$ cat src/hw/rtl/pcm_sample_unpacker_macros.svh
// Assertion macros shared by the PCM sample unpacker RTL.
`ifndef PCM_SAMPLE_UNPACKER_MACROS_SVH
`define PCM_SAMPLE_UNPACKER_MACROS_SVH
`ifndef SYNTHESIS
`define PCM_ASSERT_IMP(lbl, ante, cons, msg) \
  lbl: assert property (@(posedge clk) disable iff (!rst_n) (ante) |-> (cons)) \
    else $error(msg);
`define PCM_ASSERT_NEXT(lbl, ante, cons, msg) \
  lbl: assert property (@(posedge clk) disable iff (!rst_n) (ante) |=> (cons)) \
    else $error(msg);
`else
`define PCM_ASSERT_IMP(lbl, ante, cons, msg)
`define PCM_ASSERT_NEXT(lbl, ante, cons, msg)
`endif
`endif

$ cat src/hw/rtl/pcm_unp_pkg.sv
// Types and constants of the PCM sample unpacker.
package pcm_unp_pkg;

  localparam int BYTE_W     = 8;
  localparam int SAMPLE_W   = 32;
  localparam int PART_W     = 24;
  localparam int CFG_IDX_W  = 2;
  localparam int CFG_DATA_W = 3;

  localparam logic [CFG_IDX_W-1:0] REG_SAMPLE_BYTES  = 2'd0;
  localparam logic [CFG_IDX_W-1:0] REG_CHANNEL_COUNT = 2'd1;
  localparam logic [CFG_IDX_W-1:0] REG_LITTLE_ENDIAN = 2'd2;

  localparam logic [2:0] RST_SAMPLE_BYTES  = 3'd2;
  localparam logic [1:0] RST_CHANNEL_COUNT = 2'd2;
  localparam logic       RST_LITTLE_ENDIAN = 1'b1;

  localparam logic [BYTE_W-1:0] FLIP_TOP = 8'h80;

  typedef struct packed {
    logic [2:0] sample_bytes;
    logic [1:0] channel_count;
    logic       little_endian;
  } cfg_t;

  typedef struct packed {
    logic                valid;
    logic [SAMPLE_W-1:0] left;
    logic [SAMPLE_W-1:0] right;
  } res_t;

endpackage

$ cat src/hw/rtl/pcm_unp_cfg.sv
// Configuration registers of the PCM sample unpacker.
module pcm_unp_cfg (
  input  logic                              clk,
  input  logic                              rst_n,
  input  logic                              cfg_valid,
  output logic                              cfg_ready,
  input  logic [pcm_unp_pkg::CFG_IDX_W-1:0]  cfg_index,
  input  logic [pcm_unp_pkg::CFG_DATA_W-1:0] cfg_data,
  output pcm_unp_pkg::cfg_t                 cfg
);
  import pcm_unp_pkg::*;

  cfg_t cfg_r;
  cfg_t cfg_nxt;

  assign cfg_ready = 1'b1;
  assign cfg       = cfg_r;

  always_comb begin
    cfg_nxt = cfg_r;
    if (cfg_valid) begin
      unique case (cfg_index)
        REG_SAMPLE_BYTES:  cfg_nxt.sample_bytes  = cfg_data;
        REG_CHANNEL_COUNT: cfg_nxt.channel_count = cfg_data[1:0];
        REG_LITTLE_ENDIAN: cfg_nxt.little_endian = cfg_data[0];
        default:           cfg_nxt = cfg_r; // unmapped index: drop
      endcase
    end
  end

  always_ff @(posedge clk) begin
    if (!rst_n) begin
      cfg_r.sample_bytes  <= RST_SAMPLE_BYTES;
      cfg_r.channel_count <= RST_CHANNEL_COUNT;
      cfg_r.little_endian <= RST_LITTLE_ENDIAN;
    end else begin
      cfg_r <= cfg_nxt;
    end
  end

endmodule

$ cat src/hw/rtl/pcm_unp_asm.sv
// Sample assembly: byte gathering, justification and channel pairing.
module pcm_unp_asm (
  input  logic                          clk,
  input  logic                          rst_n,
  input  pcm_unp_pkg::cfg_t             cfg,
  input  logic                          take,
  input  logic [pcm_unp_pkg::BYTE_W-1:0] byte_in,
  input  logic                          sos,
  output pcm_unp_pkg::res_t             res
);
  import pcm_unp_pkg::*;

  `include "pcm_sample_unpacker_macros.svh"

  logic [PART_W-1:0]   partial_r, partial_nxt;
  logic [1:0]          bpos_r, bpos_nxt;
  logic [SAMPLE_W-1:0] held_r, held_nxt;
  logic                chpos_r, chpos_nxt;

  logic [1:0]          nm1;
  logic                mono;
  logic [1:0]          bpos_eff;
  logic                chpos_eff;
  logic                completes;
  logic [PART_W-1:0]   part_grow;
  logic [SAMPLE_W-1:0] v_raw;
  logic [SAMPLE_W-1:0] v_mask;
  logic [SAMPLE_W-1:0] word;

  always_comb begin
    unique case (cfg.sample_bytes) inside
      3'd0, 3'd1: nm1 = 2'd0;
      3'd2:       nm1 = 2'd1;
      3'd3:       nm1 = 2'd2;
      default:    nm1 = 2'd3;
    endcase
  end

  assign mono      = (cfg.channel_count <= 2'd1);
  assign bpos_eff  = sos ? 2'd0 : bpos_r;
  assign chpos_eff = sos ? 1'b0 : chpos_r;
  assign completes = (bpos_eff >= nm1);

  always_comb begin
    if (bpos_eff == 2'd0) begin
      part_grow = {16'd0, byte_in};
    end else if (cfg.little_endian) begin
      part_grow = partial_r | ({16'd0, byte_in} << {bpos_eff, 3'b000});
    end else begin
      part_grow = {partial_r[15:0], byte_in};
    end
  end

  always_comb begin
    if (bpos_eff == 2'd0) begin
      v_raw = {24'd0, byte_in};
    end else if (cfg.little_endian) begin
      v_raw = {8'd0, partial_r} | ({24'd0, byte_in} << {nm1, 3'b000});
    end else begin
      v_raw = {partial_r, byte_in};
    end
    case (nm1)
      2'd0:    v_mask = 32'h0000_00FF;
      2'd1:    v_mask = 32'h0000_FFFF;
      2'd2:    v_mask = 32'h00FF_FFFF;
      default: v_mask = 32'hFFFF_FFFF;
    endcase
    word = (v_raw & v_mask) << {2'd3 - nm1, 3'b000};
    // unsigned 8-bit little-endian input: flip to signed
    if (nm1 == 2'd0 && cfg.little_endian) begin
      word = word ^ {FLIP_TOP, 24'd0};
    end
  end

  assign res.valid = completes && (mono || chpos_eff);
  assign res.left  = mono ? word : held_r;
  assign res.right = word;

  always_comb begin
    partial_nxt = partial_r;
    bpos_nxt    = bpos_r;
    held_nxt    = held_r;
    chpos_nxt   = chpos_r;
    if (take) begin
      if (!completes) begin
        partial_nxt = part_grow;
        bpos_nxt    = bpos_eff + 2'd1;
        chpos_nxt   = chpos_eff;
      end else begin
        partial_nxt = '0;
        bpos_nxt    = 2'd0;
        if (mono) begin
          chpos_nxt = 1'b0;
        end else begin
          chpos_nxt = !chpos_eff;
          if (!chpos_eff) begin
            held_nxt = word;
          end
        end
      end
    end
  end

  always_ff @(posedge clk) begin
    if (!rst_n) begin
      partial_r <= '0;
      bpos_r    <= 2'd0;
      held_r    <= '0;
      chpos_r   <= 1'b0;
    end else begin
      partial_r <= partial_nxt;
      bpos_r    <= bpos_nxt;
      held_r    <= held_nxt;
      chpos_r   <= chpos_nxt;
    end
  end

  `PCM_ASSERT_IMP(a_mono_dup, res.valid && mono, res.left == res.right, "mono channels differ")
  `PCM_ASSERT_NEXT(a_done_clears, take && completes, bpos_r == 2'd0, "byte count not cleared")
  `PCM_ASSERT_NEXT(a_left_held, take && completes && !mono && !chpos_eff, chpos_r && held_r == $past(word), "left sample not held")

endmodule

$ cat src/hw/rtl/pcm_sample_unpacker.sv
// Top level of the PCM sample unpacker: input stage, assembly and result register.
//
//   channel | ports                                   | direction
//   --------+-----------------------------------------+----------
//   in      | in_valid/in_ready, in_byte, in_start_of_stream  | sink
//   out     | out_valid/out_ready, out_left_sample, out_right_sample | source
//   cfg     | cfg_valid/cfg_ready, cfg_index, cfg_data | sink
//
// One byte per cycle while completed frames can go to the result register: a byte is
// held in the input register, assembled there, and its frame, if it completes one,
// lands in the result register when the byte is taken.
// A held result stalls only bytes that complete a frame; other bytes keep flowing.
// Reset (synchronous, rst_n low) clears the assembly state and loads the register defaults.
module pcm_sample_unpacker (
  input  logic                               clk,
  input  logic                               rst_n,
  input  logic                               in_valid,
  output logic                               in_ready,
  input  logic [pcm_unp_pkg::BYTE_W-1:0]     in_byte,
  input  logic                               in_start_of_stream,
  output logic                               out_valid,
  input  logic                               out_ready,
  output logic [pcm_unp_pkg::SAMPLE_W-1:0]   out_left_sample,
  output logic [pcm_unp_pkg::SAMPLE_W-1:0]   out_right_sample,
  input  logic                               cfg_valid,
  output logic                               cfg_ready,
  input  logic [pcm_unp_pkg::CFG_IDX_W-1:0]  cfg_index,
  input  logic [pcm_unp_pkg::CFG_DATA_W-1:0] cfg_data
);
  import pcm_unp_pkg::*;

  `include "pcm_sample_unpacker_macros.svh"

  cfg_t cfg;
  res_t res;

  logic              s1_valid_r, s1_valid_nxt;
  logic [BYTE_W-1:0] s1_byte_r;
  logic              s1_sos_r;
  logic              out_valid_r, out_valid_nxt;
  logic [SAMPLE_W-1:0] out_left_r, out_right_r;
  logic              out_free;
  logic              take;
  logic              in_acc;

  pcm_unp_cfg u_cfg (
    .clk       (clk),
    .rst_n     (rst_n),
    .cfg_valid (cfg_valid),
    .cfg_ready (cfg_ready),
    .cfg_index (cfg_index),
    .cfg_data  (cfg_data),
    .cfg       (cfg)
  );

  pcm_unp_asm u_asm (
    .clk     (clk),
    .rst_n   (rst_n),
    .cfg     (cfg),
    .take    (take),
    .byte_in (s1_byte_r),
    .sos     (s1_sos_r),
    .res     (res)
  );

  assign out_free = !out_valid_r || out_ready;
  // advance the held byte unless its frame has nowhere to go
  assign take     = s1_valid_r && (!res.valid || out_free);
  assign in_ready = !s1_valid_r || take;
  assign in_acc   = in_valid && in_ready;

  always_comb begin
    s1_valid_nxt = s1_valid_r;
    if (in_acc) begin
      s1_valid_nxt = 1'b1;
    end else if (take) begin
      s1_valid_nxt = 1'b0;
    end
    out_valid_nxt = out_valid_r;
    if (take && res.valid) begin
      out_valid_nxt = 1'b1;
    end else if (out_ready) begin
      out_valid_nxt = 1'b0;
    end
  end

  always_ff @(posedge clk) begin
    if (!rst_n) begin
      s1_valid_r  <= 1'b0;
      out_valid_r <= 1'b0;
    end else begin
      s1_valid_r  <= s1_valid_nxt;
      out_valid_r <= out_valid_nxt;
    end
  end

  always_ff @(posedge clk) begin
    if (in_acc) begin
      s1_byte_r <= in_byte;
      s1_sos_r  <= in_start_of_stream;
    end
    if (take && res.valid) begin
      out_left_r  <= res.left;
      out_right_r <= res.right;
    end
  end

  assign out_valid        = out_valid_r;
  assign out_left_sample  = out_left_r;
  assign out_right_sample = out_right_r;

  `PCM_ASSERT_NEXT(a_frame_lands, take && res.valid, out_valid, "frame not registered")
  `PCM_ASSERT_IMP(a_no_overrun, out_valid_r && !out_ready && res.valid, !take, "result overrun")
  `PCM_ASSERT_IMP(a_stall_source, !in_ready, s1_valid_r && res.valid && !out_free, "spurious input stall")

endmodule

$ cat config.mk
export PLATFORM = sky130hd
export DESIGN_NAME = pcm_sample_unpacker
export DESIGN_NICKNAME = d
export VERILOG_FILES = /design/src/hw/rtl/pcm_unp_pkg.sv /design/src/hw/rtl/pcm_unp_cfg.sv /design/src/hw/rtl/pcm_unp_asm.sv /design/src/hw/rtl/pcm_sample_unpacker.sv
export VERILOG_INCLUDE_DIRS = /design/src /design/src/hw/rtl
export SDC_FILE = /design/constraint.sdc
export NUM_CORES = 1
export LEC_CHECK = 0
export ABC_AREA = 1
export ABC_CLOCK_PERIOD_IN_PS = 6500
export BUFFER_PORTS_ARGS = -buffer_cell sky130_fd_sc_hd__buf_2
export CORE_AREA = 2 2 115 117
export DETAILED_ROUTE_END_ITERATION = 8
export DIE_AREA = 0 0 117 119
export MAX_ROUTING_LAYER = met4
export PLACE_DENSITY = 0.84
export SYNTH_ARGS = -nofsm -noshare
export SYNTH_HDL_FRONTEND = slang
export SYNTH_SLANG_ARGS = --single-unit
$ cat constraint.sdc
create_clock -name clk -period 6.5 [get_ports clk]
set_input_delay 1.3 -clock clk [delete_from_list [all_inputs] [get_ports clk]]
set_output_delay 1.3 -clock clk [all_outputs]
set_load 0.02 [all_outputs]
Word-level counts from Yosys, hierarchy flattened:

Index checks and enable logic that the tools add are counted.

* logic and storage cells: 75
* register bits: 140
* output and inout bits: 67
* input bits: 19

* shifts and indexed selects: 3
* magnitude comparators: 2
* multiplexer cells: 18
* bitwise logic cells: 6
* reduce and logical (&&, ||, !) cells: 24
* add/subtract/negate cells: 2
* equal/unequal tests: 7

Operator list (number)
* $mux W32: 4
* $pmux W32 S3: 1
* $mux W24: 3
* $and A32 B32 Y32: 1
* $or A24 B32 Y32: 1
* $shl A32 B5 Y32: 1
* $shl A8 B5 Y32: 1
* $or A24 B24 Y24: 1
* $shl A8 B5 Y24: 1
* $mux W1: 7
* $eq A3 B2 Y1 const B: 2
* $logic_not A2 Y1: 3
* $pmux W2 S3: 1
* $reduce_and A2 Y1: 3
* $logic_and A1 B1 Y1: 5
* $eq A2 B1 Y1 const B: 2
* $eq A2 B2 Y1 const B: 2
* $logic_not A1 Y1: 4
* $logic_or A1 B1 Y1: 4
* $mux W2: 2
* $reduce_and A4 Y1: 1
* $reduce_bool A2 Y1: 2
* $eq A3 B1 Y1 const B: 1
* $logic_not A3 Y1: 1
* 6 further kinds: 8

Depth between registers and ports, before layout:

Gate-level depths: netlist of run 1.

* word-level depth: 12
* gate-level depth with buffers: 18

Modules after synthesis:

Synthesis of run 1 repeated with hierarchy kept, for this count alone.

* cell total of the unflattened synthesis: 852
* area, all modules: 6846.6 um2

Modules (own cells, without submodules)
* pcm_unp_asm: cells each 721, area each 4249.1 um2, sequential area each 1181.1 um2, times used 1
* pcm_sample_unpacker: cells each 92, area each 2313.5 um2, sequential area each 2232.1 um2, times used 1
* pcm_unp_cfg: cells each 39, area each 284.0 um2, sequential area each 120.1 um2, times used 1

Worst setup path after synthesis of run 1:

OpenSTA, ideal clock, no wires.

* path kind: register -> register
* start point: reg s1_sos_r
* end point: reg out_left_r[0] (netlist: out_left_sample[0]), enable pin
* buffers on the path: 2
* cell stages (with the launch flop): 15
* arrival: 3386 ps
* path slack: 2696 ps
* path through: edfxtp_1 nor2_2 inv_2 buf_2 ha_1 o21ai_1 nand2_1 nand2_1 inv_1 nand3_1 nand2_1 buf_2 inv_1 nand2_1 inv_1

* cells in the longest elaborated chain, start to end: 7
* elaborated cells on any way between the ends: 9

Ends and longest elaborated chain
* start: declaration: RTL line pcm_sample_unpacker.sv:39 `logic s1_sos_r;`
* start signal: assignment: RTL line pcm_sample_unpacker.sv:100 `s1_sos_r <= in_start_of_stream;`
* $mux W2 or $mux W1 (tied branches): RTL line pcm_unp_asm.sv:40, pcm_unp_asm.sv:41
* $ge A2 B2 Y1 or $logic_or A1 B1 Y1 (tied branches): RTL line pcm_unp_asm.sv:42, pcm_unp_asm.sv:75
* $logic_and A1 B1 Y1 *: RTL line pcm_unp_asm.sv:75 `assign res.valid = completes && (mono || chpos_eff);`
* $logic_not A1 Y1: RTL line pcm_sample_unpacker.sv:68 `assign take = s1_valid_r && (!res.valid || out_free);`
* $logic_or A1 B1 Y1: RTL line pcm_sample_unpacker.sv:68
* $logic_and A1 B1 Y1: RTL line pcm_sample_unpacker.sv:68
* $logic_and A1 B1 Y1 *: RTL line pcm_sample_unpacker.sv:102 `if (take && res.valid) begin`
* end signal: assignment: RTL line pcm_sample_unpacker.sv:103 `out_left_r <= res.left;`
* end: declaration: RTL line pcm_sample_unpacker.sv:41 `logic [SAMPLE_W-1:0] out_left_r, out_right_r;`

Mark *: on every way between the ends. The rest lies on a longest branch, timed or not.
A chain may end at the register's enable or synchronous reset.

Worst setup path in the final report of run 1:

* start point: reg u_cfg.cfg_r (netlist bit u_cfg.cfg[4])
* end point: out in_ready

* cells in the longest elaborated chain, start to end: 9
* elaborated cells on any way between the ends: 12

Ends and longest elaborated chain
* start: declaration: RTL line pcm_unp_cfg.sv:13 `cfg_t cfg_r;`
* start signal: assignment: RTL line pcm_unp_cfg.sv:37 `cfg_r <= cfg_nxt;`
* $eq A3 B1 Y1 (no line) or $logic_not A3 Y1 (tied branches)
* $reduce_or A2 Y1: RTL line pcm_unp_asm.sv:31 `unique case (cfg.sample_bytes) inside`
* $pmux W2 S3 *: RTL line pcm_unp_asm.sv:31
* $ge A2 B2 Y1 *: RTL line pcm_unp_asm.sv:42 `assign completes = (bpos_eff >= nm1);`
* $logic_and A1 B1 Y1 *: RTL line pcm_unp_asm.sv:75
* $logic_not A1 Y1 *: RTL line pcm_sample_unpacker.sv:68
* $logic_or A1 B1 Y1 *: RTL line pcm_sample_unpacker.sv:68
* $logic_and A1 B1 Y1 *: RTL line pcm_sample_unpacker.sv:68
* $logic_or A1 B1 Y1 *: RTL line pcm_sample_unpacker.sv:69 `assign in_ready = !s1_valid_r || take;`
* end: declaration: RTL line pcm_sample_unpacker.sv:18 `output logic in_ready,`

Marks and branches as above.

==> flow_summary.yaml, run 1 <==
clock_tree:
  cts_tree: "done"
  cts_buffers: 17
  cts_resized: 0
  clock_sinks: 139
  clock_latency_ns: 0.42
  postCtsHoldBufs: 0
  cts_setup_buffers: 0
  cts-root-buf: "clkbuf_16"
  htreeDepth: 4
  clkTransAtPathRegs_ns: 0.06
  cts_buffer_depth: 2
setup_path:
  crit_fanout: 35
  regToRegSetupSlack_ns: 2.52
  worstPathRequired_ns: 5.20
  reg2reg_from: "u_cfg.cfg[4]"
  criticalPathCategory: "flip-flop to primary output"
  r2r_cells: 13
  worstReg2RegEnd: "out_left_sample[24]"
  critPathLaunchType: "flip-flop"
  crit_arrival_ns: 2.68
  crit_path_end_kind: "primary output"
floorplan:
  pin_count: 86
  initial_utilization_pct: 52.7
  core_area_um2: 12900
  die-area_um2: 13900
  rows: 42
  dieHeight_um: 119
  die_x_um: 117
drt:
  dr.pass1.iters: 8
  drt_iter0_drc: 1034
  wl_per_cell_um: 15.0
  ant_nets: 0
  detail_route.vias_per_cell: 5.44
  route.detailed.drc: 0
  wl_um: 15800
  dr_total_vias: 5749
synth:
  synth.most_common_cell: "nand2_1"
  yosysSeqAreaShare_pct: 51.8
  netlist_instances: 808
  syn_area_um2: 6780
  synth_top_cells_by_count: "143 x nand2_1, 83 x inv_1, 73 x edfxtp_1"
  ys_types: 35
  synth_top_flop_cell: "edfxtp_1"
  synth_nets: 830
  synth_async_sr_flop_share_pct: 0
  synth-edff-count: 73
  synth_top_area_share_pct: 32.3
  yosys_register_bits: 139
  avgSynthCellArea_um2: 8.40
  synth_area_leaders: "edfxtp_1 32%, dfxtp_1 19%, nand2_1 7.9%"
  ys.warnings.count: 0
  synth_top_area_cell: "edfxtp_1"
timing:
  setup_tns_ns: 0
  max_slew_margin_pct: 25.1
  rsz0062_at_grt: "no"
  fin_crit_ns: 3.98
  worst_slew_pin_slew_ns: 1.12
  skew_ns: 0.00458
  slew_violations: 0
  setup_viol: 0
  fmax_mhz: 251
  fin_crit_sh_pct: 61.3
  hold_violations: 0
outcome:
  outcome: "finished clean"
layout:
  multi_input_area_um2: 2670
  area_growth_pct: 15.1
  fillers: 1051
  diodes: 0
  layout-drive-gt1-share_pct: 16.5
  num-nets-final: 889
  register_area_um2: 3510
pwr:
  vdd_drop_max_mv: 0.132
  p_total_mw: 2.22
  power_density_nw_per_um2: 284
  p_leak_nw: 3.31
global_routing:
  grt_pass1_vias: 5043
  grt_pass1_wl_um: 25600
  grt.total_usage_pct: 24.5
  grt.overflow.total: 0
  antenna_found_initial: 0
  grt_max_degree: 59
min_path:
  whs_path_depth: 2
  min_to: "u_asm.chpos_r"
  hold_start: "u_asm.chpos_r"
  hold_path_class: "flip-flop to flip-flop"
place:
  io_buffers: 84
  dp_hpwl_um: 10800
  gp_congestion: 0.928
flow_run:
  max_cap_viol_count: 0
==> worst max-delay path by stage <==
stage                            start                    to  cells after the start
final                     u_cfg.cfg[4]              in_ready                      8
after global routing      u_cfg.cfg[4]   out_left_sample[24]                     13
after CTS                 u_cfg.cfg[4]              in_ready                      8
after detailed placement  u_cfg.cfg[4]   out_left_sample[24]                     13
after global placement    u_cfg.cfg[4]  out_right_sample[15]                     13
after floorplan               s1_sos_r    out_left_sample[0]                     14
==> cells in the final DEF (no fill, tap or decap), types with 4 or more instances in the layout <==
| master | n |
|---|---|
| nand2_1 | 143 |
| buf_2 | 84 |
| inv_1 | 82 |
| edfxtp_1 | 73 |
| nor2_1 | 70 |
| nand3_1 | 69 |
| dfxtp_1 | 66 |
| o21ai_0 | 57 |
| a21oi_1 | 54 |
| nand4_1 | 25 |
| clkbuf_16 | 17 |
| nor3_1 | 16 |
| o211ai_1 | 15 |
| o31ai_1 | 15 |
| o21ai_1 | 13 |
| a211oi_1 | 13 |
| a22oi_1 | 10 |
| nand3_2 | 7 |
| inv_2 | 6 |
| nand3b_1 | 6 |
| buf_4 | 6 |
| nor2_2 | 4 |
==> metrics by stage <==
| stage | cell area (um2) | hold slack, ns | utilization, % | setup WS [ns] | instances |
|---|---|---|---|---|---|
| after floorplan | 6780 | 0.440 | - | 2.70 | 808 |
| after global placement | 7210 | 0.452 | 56.0 | 2.68 | 1024 |
| after detailed placement | 7210 | 0.457 | 56.0 | 2.58 | 1024 |
| after CTS | 7810 | 0.464 | 60.6 | 2.53 | 1056 |
| after global routing | 7810 | 0.503 | 60.6 | 2.09 | 1056 |
| final | 7810 | 0.463 | 60.6 | 2.52 | 1056 |
==> cell families (layout without fill, tap and decap cells) <==
| logic type | count (synthesis) | in the layout | share of synthesized area, % |
|---|---|---|---|
| fa+ha+maj | 3 | 3 | 0.553 |
| flops | 139 | 139 | 51.8 |
| other cells | 1 | 1 | 0.0553 |
| buf+inv | 139 | 211 | 8.80 |
| compound gates | 181 | 181 | 15.7 |
| simple gates | 345 | 345 | 23.1 |
==> critical path, stage by stage (launching register included) <==
cell     delay (ns)
dfxtp_1        0.40
a21oi_4        0.76
ha_1           0.37
o21ai_1        0.11
nand2_1        0.14
nand2_1        0.10
inv_1          0.07
nand4_1        0.11
buf_2          0.18
==> final cells by class <==
class                      count  share of cell area (%)
sequential                   139                    45.0
multi-input combinational    530                    34.3
timing repair buffer          90                    5.96
clock buffer                  18                    5.50
inverter                      89                    4.28
tap                          176                    2.82
clock inverter                14                    2.18
==> power breakdown <==
| group | switching, mW | internal, mW | total, mW |
|---|---|---|---|
| combinational | 0.188 | 0.0750 | 0.263 |
| sequential | 0.0214 | 0.961 | 0.983 |
| clock | 0.370 | 0.603 | 0.973 |
==> registers in the layout (all words and copies together) (netlist names) <==
signal	cells
u_asm.partial_r	24
out_valid	1
u_cfg.cfg	5
out_right_sample	32
out_left_sample	32
u_asm.bpos_r	2
s1_valid_r	1
s1_byte_r	8
u_asm.chpos_r	1
s1_sos_r	1
u_asm.held_r	32
==> layer usage <==
layer | routed length [um] | track usage [%] | vias to the layer above
met5 | 0 | - | -
met4 | 365 | 10.0 | 0
met3 | 1160 | 5.55 | 24
met2 | 7160 | 33.9 | 266
met1 | 7130 | 34.7 | 2561
li1 | - | - | 2898
(Power assumes the default switching activity.)
==> run 2, diff against run 1 <==
ABC_AREA = 0   (was 1)
ABC_CLOCK_PERIOD_IN_PS = 3400   (was 6500)
CORE_AREA = 2 2 116 118   (was 2 2 115 117)
DIE_AREA = 0 0 118 120   (was 0 0 117 119)
clock period = 3.4 ns   (was 6.5 ns; I/O delays follow)
==> run 2 against run 1 <==
Total power is 84% higher. Clock-buffer cell count is 1 lower. Setup slack got worse by 2.3 ns. Combinational power increased by 32%. Largest power group is now clock.
==> flow_summary.yaml, run 2 <==
synth:
  synthMuxAreaShare_pct: 4.56
  synth_top_cells_by_count: "82 x nand2_1, 73 x edfxtp_1, 66 x dfxtp_1"
  synth_area_leaders: "edfxtp_1 33%, dfxtp_1 20%, nand2_1 4.7%"
  netlist_instances: 656
  yosys.area_share.simple_pct: 17.6
  synth_compound_area_share_pct: 18.7
  synth-xor-area-share_pct: 0
  avgSynthCellArea_um2: 10.0
  synth-edff-count: 73
  ys_types: 61
  ys.warnings.count: 0
  syn_area_um2: 6560
  synth.most_common_cell: "nand2_1"
  synth_async_sr_flop_share_pct: 0
  synth_top_area_cell: "edfxtp_1"
  synth_top_flop_cell: "edfxtp_1"
  yosys_register_bits: 139
  synth_nets: 678
  synthAdderAreaFrac_pct: 0.572
  synth_top_area_share_pct: 33.4
  yosysSeqAreaShare_pct: 53.6
  synth_top_family_by_area: "compound AO/OA/AOI/OAI gates"
global_routing:
  grt_pass1_vias: 5048
  use_met2_pct: 38.6
  busiest_layer: "met2"
  grt.total_usage_pct: 24.5
  grt_pass1_wl_um: 26300
  grtUsageMet3_pct: 5.99
  grt_max_degree: 65
  met1_usage_pct: 31.1
  grt.overflow.total: 0
  antenna_found_initial: 0
place:
  dp_hpwl_um: 11200
  gp_congestion: 1.01
  io_buffers: 84
  placed_area_um2: 7170
  pre_cts_slack_ns: 0.476
floorplan:
  rows: 42
  pin_count: 86
  initial_utilization_pct: 50.5
  core_area_um2: 13000
  die_x_um: 118
  die-area_um2: 14200
  dieHeight_um: 120
drt:
  wl_per_cell_um: 17.6
  ant_nets: 0
  wl_um: 16300
  dr_total_vias: 5444
  drt_iter0_drc: 578
  route.detailed.drc: 0
  dr.pass1.iters: 6
  detail_route.vias_per_cell: 5.90
layout:
  diodes: 0
  layout-drive-gt1-share_pct: 25.0
  post-route-util_pct: 60.0
  num-nets-final: 756
  final_area_um2: 7790
  final_cell_mix: "84 x buf_2, 82 x nand2_1, 73 x edfxtp_1"
  area_growth_pct: 18.7
  final_common_cell: "buf_2"
setup_path:
  critPathLaunchType: "flip-flop"
  cpLargestDelayFamily: "simple AND/OR/NAND/NOR gates"
  slowest_stage: "dfxtp_2"
  cpPeakStageDelay_ns: 0.49
  worstPathRequired_ns: 2.72
  crit_fanout: 18
  criticalPathCategory: "flip-flop to primary output"
  critPathBufInv: 2
  crit_arrival_ns: 2.47
  crit_path_end_kind: "primary output"
  crit_chain: "nor2b_4, nor2_2, inv_2, ha_4, nand2b_4, a21o_1, nand4_1, buf_2"
timing:
  setup_ws_ns: 0.254
  max_slew_margin_pct: 46.6
  hold_violations: 0
  worst_slew_pin_slew_ns: 0.801
  fin_crit_sh_pct: 92.5
  hold_ws_ns: 0.423
  skew_ns: 0.00758
  fin_crit_ns: 3.15
  slew_violations: 0
  rsz0062_at_grt: "no"
  fmax_mhz: 318
  setup_viol: 0
pwr:
  p_leak_nw: 2.97
  power_density_nw_per_um2: 525
  p_total_mw: 4.09
  vdd_drop_max_mv: 0.443
clock_tree:
  cts_buffers: 17
  cts_tree: "done"
  htreeDepth: 4
  clock_latency_ns: 0.43
  cts_setup_buffers: 0
  clock_sinks: 139
  cts_buffer_depth: 2
  cts-root-buf: "clkbuf_16"
  clkTransAtPathRegs_ns: 0.06
outcome:
  outcome: "finished clean"
min_path:
  hold_path_class: "input pin to flip-flop"
flow_run:
  max_cap_viol_count: 0
## run 2: worst paths after layout
| check | cells past startpoint | to | slack [ns] | start |
|---|---|---|---|---|
| worst min register to register | 2 | u_asm.held_r[6] | 0.46 | u_asm.held_r[6] |
| worst min-delay path | 1 | s1_byte_r[7] | 0.42 | in_byte[7] |
| worst max-delay path | 8 | in_ready | 0.25 | u_cfg.cfg[4] |
| worst max register to register | 10 | out_left_sample[9] | 0.50 | s1_sos_r |
## run 2: layout make-up
class,count,area (um2)
flip-flops and latches,139,3520
well taps,176,220
clock buffers,17,425
fillers,1061,5190
multi-input cells,454,2790
inverters,19,71.3
repair buffers,103,576
clock inverters,15,188
## run 2: repair_timing
| item | CTS | global route |
|---|---|---|
| resized for setup | 0 | 2 |
| hold buffers | 0 | 0 |
| endpoints found under the setup margin | 0 | 1 |
| endpoints found under the hold margin | 0 | 0 |
## run 2: kinds of logic (layout without fill, tap and decap cells)
logic type               count (synthesis)  after routing
adder cells (fa/ha/maj)                  3              3
AO/OA/AOI/OAI                          189            189
AND/OR/NAND/NOR                        233            233
other                                    1              1
buffers and inverters                   63            154
multiplexers                            28             28
flip-flops                             139            139
## run 2: per-stage QoR
step	std cells	TNS, ns
6_report	923	0
5_1_grt	923	0
4_1_cts	923	0
3_5_place_dp	891	0
3_3_place_gp	891	0
2_1_floorplan	656	-13.31
## run 2: layer usage
metal / vias up / part of all wire (%)
met2: 273 / 48
met3: 34 / 8.3
met4: 0 / 2.3
met1: 2565 / 41
li1: 2572 / -
met5: - / 0
## run 2: where the power goes
group / internal [mW] / leakage (nW) / switching (mW)
Sequential: 1.80 / 1.21 / 0.0418
Clock: 1.17 / 0.290 / 0.735
Combinational: 0.123 / 1.46 / 0.223
Total: 3.09 / 2.97 / 0.999
